==> src/hw/rtl/assert_macros.svh <==
// Assertion macros for the RTL files.
// Depends on nothing; included by modules that carry checks.
`ifndef ASSERT_MACROS_SVH
`define ASSERT_MACROS_SVH
// Check an implication on every clock edge outside reset.
`define ASSERT_IMPL(label, clk, rst_n, ante, cons) \
    label: assert property (@(posedge clk) disable iff (!rst_n) (ante) |-> (cons)) \
        else $error("assertion failed");
// Check an implication whose consequent must hold in the cycle after the antecedent.
`define ASSERT_NEXT(label, clk, rst_n, ante, cons) \
    label: assert property (@(posedge clk) disable iff (!rst_n) (ante) |=> (cons)) \
        else $error("assertion failed");
`endif

==> src/hw/rtl/blepc_pkg.sv <==
// Package for the BLE pairing crypto block: opcodes, command/status types, AES helpers.
// Depends on nothing.
`timescale 1ns / 1ps
package blepc_pkg;
    localparam logic [2:0] OP_C1 = 3'd0;
    localparam logic [2:0] OP_S1 = 3'd1;
    localparam logic [2:0] OP_AH = 3'd2;
    localparam logic [2:0] OP_D1 = 3'd3;
    localparam logic [2:0] OP_DM = 3'd4;
    localparam int ROUNDS = 10;

    typedef struct packed {
        logic load;     // capture the item and start the first pass
        logic pass2;    // start the second c1 pass
        logic round;    // run one AES round
        logic finish;   // format the result
    } t_cmd;

    typedef struct packed {
        logic last_round;
        logic is_c1;
        logic bad_op;
    } t_status;

    function automatic logic [7:0] sbox(input logic [7:0] x);
        logic [7:0] t [256];
        t = '{
 8'h63,8'h7c,8'h77,8'h7b,8'hf2,8'h6b,8'h6f,8'hc5,8'h30,8'h01,8'h67,8'h2b,8'hfe,8'hd7,8'hab,8'h76,
 8'hca,8'h82,8'hc9,8'h7d,8'hfa,8'h59,8'h47,8'hf0,8'had,8'hd4,8'ha2,8'haf,8'h9c,8'ha4,8'h72,8'hc0,
 8'hb7,8'hfd,8'h93,8'h26,8'h36,8'h3f,8'hf7,8'hcc,8'h34,8'ha5,8'he5,8'hf1,8'h71,8'hd8,8'h31,8'h15,
 8'h04,8'hc7,8'h23,8'hc3,8'h18,8'h96,8'h05,8'h9a,8'h07,8'h12,8'h80,8'he2,8'heb,8'h27,8'hb2,8'h75,
 8'h09,8'h83,8'h2c,8'h1a,8'h1b,8'h6e,8'h5a,8'ha0,8'h52,8'h3b,8'hd6,8'hb3,8'h29,8'he3,8'h2f,8'h84,
 8'h53,8'hd1,8'h00,8'hed,8'h20,8'hfc,8'hb1,8'h5b,8'h6a,8'hcb,8'hbe,8'h39,8'h4a,8'h4c,8'h58,8'hcf,
 8'hd0,8'hef,8'haa,8'hfb,8'h43,8'h4d,8'h33,8'h85,8'h45,8'hf9,8'h02,8'h7f,8'h50,8'h3c,8'h9f,8'ha8,
 8'h51,8'ha3,8'h40,8'h8f,8'h92,8'h9d,8'h38,8'hf5,8'hbc,8'hb6,8'hda,8'h21,8'h10,8'hff,8'hf3,8'hd2,
 8'hcd,8'h0c,8'h13,8'hec,8'h5f,8'h97,8'h44,8'h17,8'hc4,8'ha7,8'h7e,8'h3d,8'h64,8'h5d,8'h19,8'h73,
 8'h60,8'h81,8'h4f,8'hdc,8'h22,8'h2a,8'h90,8'h88,8'h46,8'hee,8'hb8,8'h14,8'hde,8'h5e,8'h0b,8'hdb,
 8'he0,8'h32,8'h3a,8'h0a,8'h49,8'h06,8'h24,8'h5c,8'hc2,8'hd3,8'hac,8'h62,8'h91,8'h95,8'he4,8'h79,
 8'he7,8'hc8,8'h37,8'h6d,8'h8d,8'hd5,8'h4e,8'ha9,8'h6c,8'h56,8'hf4,8'hea,8'h65,8'h7a,8'hae,8'h08,
 8'hba,8'h78,8'h25,8'h2e,8'h1c,8'ha6,8'hb4,8'hc6,8'he8,8'hdd,8'h74,8'h1f,8'h4b,8'hbd,8'h8b,8'h8a,
 8'h70,8'h3e,8'hb5,8'h66,8'h48,8'h03,8'hf6,8'h0e,8'h61,8'h35,8'h57,8'hb9,8'h86,8'hc1,8'h1d,8'h9e,
 8'he1,8'hf8,8'h98,8'h11,8'h69,8'hd9,8'h8e,8'h94,8'h9b,8'h1e,8'h87,8'he9,8'hce,8'h55,8'h28,8'hdf,
 8'h8c,8'ha1,8'h89,8'h0d,8'hbf,8'he6,8'h42,8'h68,8'h41,8'h99,8'h2d,8'h0f,8'hb0,8'h54,8'hbb,8'h16};
        return t[x];
    endfunction

    function automatic logic [7:0] xtime(input logic [7:0] x);
        return {x[6:0], 1'b0} ^ (x[7] ? 8'h1b : 8'h00);
    endfunction

    // byte i of a 128-bit block sits at bits [127-8i -: 8]
    function automatic logic [7:0] byte_at(input logic [127:0] v, input int i);
        return v[127 - 8 * i -: 8];
    endfunction
endpackage

==> src/hw/rtl/blepc_ctrl.sv <==
// Controller FSM of the BLE pairing crypto block: sequences load, rounds, passes, output.
// Depends on blepc_pkg and assert_macros.svh.
`timescale 1ns / 1ps
`include "assert_macros.svh"
module blepc_ctrl (
    input  logic                i_clk,
    input  logic                i_rst_n,
    input  logic                i_in_valid,
    output logic                o_in_ready,
    output logic                o_out_valid,
    input  logic                i_out_ready,
    input  blepc_pkg::t_status  i_status,
    output blepc_pkg::t_cmd     o_cmd
);
    typedef enum logic [1:0] {S_IDLE, S_RUN, S_DONE} t_state;
    t_state r_state;
    logic   r_second;

    assign o_in_ready  = (r_state == S_IDLE);
    assign o_out_valid = (r_state == S_DONE);

    always_comb begin
        o_cmd        = '0;
        o_cmd.load   = (r_state == S_IDLE) && i_in_valid;
        o_cmd.round  = (r_state == S_RUN);
        o_cmd.pass2  = (r_state == S_RUN) && i_status.last_round && i_status.is_c1 && !r_second;
        o_cmd.finish = (r_state == S_RUN) && i_status.last_round && !o_cmd.pass2;
    end

    always_ff @(posedge i_clk) begin
        if (!i_rst_n) begin
            r_state  <= S_IDLE;
            r_second <= 1'b0;
        end else begin
            case (r_state)
                S_IDLE: begin
                    if (i_in_valid) begin
                        r_second <= 1'b0;
                        // unused opcodes skip the cipher
                        r_state  <= i_status.bad_op ? S_DONE : S_RUN;
                    end
                end
                S_RUN: begin
                    if (o_cmd.pass2) r_second <= 1'b1;
                    if (o_cmd.finish) r_state <= S_DONE;
                end
                S_DONE: begin
                    if (i_out_ready) r_state <= S_IDLE;
                end
                default: r_state <= S_IDLE;
            endcase
        end
    end

    `ASSERT_IMPL(a_no_overlap, i_clk, i_rst_n, o_in_ready, !o_out_valid)
    `ASSERT_NEXT(a_finish_done, i_clk, i_rst_n, o_cmd.finish, o_out_valid)
    `ASSERT_NEXT(a_hold_out, i_clk, i_rst_n, o_out_valid && !i_out_ready, o_out_valid)
endmodule

==> config.mk <==
export PLATFORM = sky130hd
export DESIGN_NAME = blepc_ctrl
export DESIGN_NICKNAME = d
export VERILOG_FILES = /design/src/hw/rtl/blepc_pkg.sv /design/src/hw/rtl/blepc_ctrl.sv
export VERILOG_INCLUDE_DIRS = /design/src /design/src/hw/rtl
export SDC_FILE = /design/constraint.sdc
export NUM_CORES = 1
export LEC_CHECK = 0
export BUFFER_PORTS_ARGS = -buffer_cell sky130_fd_sc_hd__buf_2
export CAP_MARGIN = 10
export CELL_PAD_IN_SITES_DETAIL_PLACEMENT = 0
export CELL_PAD_IN_SITES_GLOBAL_PLACEMENT = 2
export CORE_AREA = 2 2 39 41
export CTS_BUF_LIST = sky130_fd_sc_hd__clkbuf_16
export DETAILED_ROUTE_END_ITERATION = 8
export DIE_AREA = 0 0 41 43
export PLACE_DENSITY_LB_ADDON = 0.08
export SYNTH_ARGS = -nofsm -noshare
export SYNTH_HDL_FRONTEND = slang
export SYNTH_SLANG_ARGS = --single-unit
==> constraint.sdc <==
create_clock -name i_clk -period 1 [get_ports i_clk]
set_input_delay 0.05 -clock i_clk [delete_from_list [all_inputs] [get_ports i_clk]]
set_output_delay 0.05 -clock i_clk [all_outputs]
set_load 0.1 [all_outputs]
==> metrics.md <==
| Metric | Value |
|---|---|
| Crit-path max FO | `3` |
| Iter 0 DRT Violations | `1` |
| Sequential fraction of the synthesis area | `32.0%` |
| Core Region | `around 1400 µm²` |
| Post-synthesis register bit count | `3` |
| Sequential share of power | `a little under an eighth` |
| Fmax achieved | `between 0.7 and 0.8 GHz` |
| WL per Instance | `10.0 µm` |
| Netlist Area Pre-Place | `roughly 190 µm²` |
| Clk Latency, worst-skew pair | `approximately 0.22 ns` |
| WHS Path Cells | `2` |
| Hold Path End | `r_state[0]` |
| Sw Ratio | `roughly 29%` |
| Area leader, netlist | `dfxtp_1` |
| Post-cts hold buffer count | `0` |
| M2 GR Usage | `between 10% and 20%` |
| Layout cell share with drive strength beyond 1 | `a little under 80%` |
| Critical-path cell list | `or3b_4 > clkinvlp_4 > buf_12` |
| Avg Synthesized Cell Area | `just under 9 µm²` |
| Crit end category | `output pin` |
| Fill cell count | `150` |
| P_int | `0.000814 W` |
| Area Overhead vs Synth | `200%` |
| Ys Warns | `0` |
| HP Start | `i_rst_n` |
| CTS tree | `yes` |
| Largest net degree at the start of global routing | `6` |
| Maxcap violations | `0` |
| I/O Pins | `13` |
| Antenna-violating nets left | `0` |
| Clock Pin Slew Worst Setup and Hold Paths | `about 0.03 ns` |
| CP peak stage delay | `around 0.4 ns` |
| Clock sink count | `3` |
| Final Max Tran Viols | `0` |
| Failing checks | `negative setup slack` |
| DRC viols | `0` |
| Number of diodes | `0` |
| CTS Buf Count | `3` |
| DR pass1 iterations | `2` |
| Max Root-Sink Buffers | `2` |
| Die ar. | `~1800 µm²` |
| Vias in the first global route | `approximately 280` |
| PD cells | `2040 nW/µm²` |
| Global-route wire length before repair | `roughly 1.2 mm` |
| Gr busiest metal | `met2` |
| Final Instance Count excl. Fillers | `62` |
| WHS | `0.0688 ns` |
| Worst hold path class | `in -> reg` |
| Outcome | `complete, but fails checks` |
| Final worst setup slack | `-0.264 ns` |
| Final hold vios | `0` |
| Crit path DAT | `roughly 1.2 ns` |
| Combinational fraction of design power | `about a third` |
| Final Setup Violations | `9` |
| Syn Nets | `28` |
| Slew headroom | `between 80% and 90%` |
| Period utilisation layout | `126%` |
| Register area | `65.1 µm²` |
| Worst Skew | `around 0.0039 ns` |
| Number of placed instances, taps included | `53` |
| Maximum vdd drop | `1.33 mV` |
| Cells after synthesis | `21` |
| Initial core utilization | `a little over an eighth` |
| FP Rows | `14` |
| GR Util met3 | `4.71%` |
| Die Span Y | `around 43 µm` |
| R2R setup slack | `-0.21 ns` |
| Synth area leaders | `dfxtp_1 (32%), o41ai_2 (8.7%), nor2b_4 (7.3%), and3_1 (6.7%), nor2b_1 (6.7%)` |
| Final Wtd Congestion | `~0.66` |
| IO buf count | `12` |
| DR vias | `243` |
| Reg-to-Reg End | `r_second` |
| Leakage power | `0.253 nW` |
| Final instance area | `around 560 µm²` |
| CP Data Required Time | `between 0.9 and 1 ns` |
| RSZ-0062 raised after global routing | `true` |
| Final-stage net count | `54` |
| CP max stage cell | `or3b_4` |
| Htree depth | `1` |
| Placed cell area | `between 400 and 500 µm²` |
| DP HPWL | `roughly 480 µm` |
| Synth top area share | `~32%` |
| Die width | `41 µm` |
| Sw power | `about 0.00034 W` |
| Slew @ Worst Pin | `roughly 0.24 ns` |
| Setup TNS | `-1.60 ns` |
| RR Startpoint | `r_state[1]` |
| Multi-input gate area | `roughly 160 µm²` |
| Setup CP Type | `reg -> out` |
| Via density per instance | `3.92` |
| GRT overflow | `0` |
| Overall Global Routing Usage | `10.1%` |
| Distinct cells, synth | `14` |
| CTS Root Cell | `clkbuf_16` |
| Post-route minimum period | `about 1.3 ns` |
| R2R cell count | `4` |
| Drt total wl | `a little over 600 µm` |
| Worst setup SP type | `register` |
| Clock power frac | `~54%` |
| Met1 usage | `between 10% and 20%` |
| Initial antenna violation count | `0` |
## cells by family after synthesis
kind of cell	after synthesis	synth area share [%]
DFF	3	32.0
AOI/OAI and AO/OA	5	24.0
and+or+nand+nor	11	40.0
buffers and inverters	2	4.00
## worst max path at each step
stage	startpoint	end
4_1_cts	r_state[1]	o_cmd[0]
6_report	r_state[1]	o_cmd[3]
2_1_floorplan	r_state[0]	o_cmd[0]
3_3_place_gp	r_state[0]	r_second
3_5_place_dp	r_state[1]	r_second
5_1_grt	r_state[1]	r_second
## placed cells by master, fill, tap and decap left out, types with 2 or more instances in the layout
master / n
clkbuf_16: 3
buf_12: 6
buf_4: 6
nor2b_4: 2
buf_6: 3
inv_1: 2
and3_4: 2
buf_2: 6
## synthesized netlist by cell type, drive strengths merged
| cell | count |
|---|---|
| dfxtp | 3 |
| nor2 | 3 |
| nor2b | 3 |
| and3 | 2 |
| inv | 2 |
| a21boi | 1 |
| a21oi | 1 |
| a32oi | 1 |
| nand2b | 1 |
| nand3b | 1 |
| o21a | 1 |
| o41ai | 1 |
| or3b | 1 |
## layer usage
layer | share of wire (%) | up-vias
met3 | 10 | 2
met1 | 38 | 106
li1 | - | 124
met4 | 1.3 | 0
met5 | 0 | -
met2 | 50 | 11
## critical path, delay by kind of cell (launching register included)
kind,cells,cell delay (ns)
DFF,1,0.32
and+or+nand+nor,1,0.41
buffers and inverters,2,0.25
## area by class of cell
type	instances	area share, %
flip-flops and latches	3	11.6
clock inverters	1	0.667
inverters	2	2.00
multi-input cells	16	28.2
well taps	16	3.56
repair buffers	21	40.7
clock buffers	3	13.3
## per-stage QoR
| stage | total power, W | util (%) | worst slack, ns |
|---|---|---|---|
| 4_1_cts | 0.00115 | 39.1 | -0.261 |
| 5_1_grt | 0.00120 | 40.7 | -0.299 |
| 2_1_floorplan | 0.000347 | - | -0.501 |
| 3_3_place_gp | 0.000483 | 30.4 | -0.0534 |
| 6_report | 0.00115 | 40.7 | -0.264 |
| 3_5_place_dp | 0.000484 | 30.4 | -0.0742 |
## repair_timing
action,in CTS,in global routing
endpoints found under the setup margin,9,9
pin swaps,3,2
setup buffers,3,2
resized for setup,4,2
## flip-flops by register name, indices dropped and copies added, names as in the netlist
signal,count
r_second,1
r_state,2
## power by group through the flow
stage / clock, W / sequential [W] / combinational, W
floorplan: 0 / 0.000143 / 0.000204
global placement: 0 / 0.000137 / 0.000346
detailed placement: 0 / 0.000137 / 0.000347
CTS: 0.000637 / 0.000135 / 0.000376
global route: 0.000653 / 0.000138 / 0.000408
finish: 0.000625 / 0.000137 / 0.000390
No activity file was read; power rests on OpenSTA's default activity.
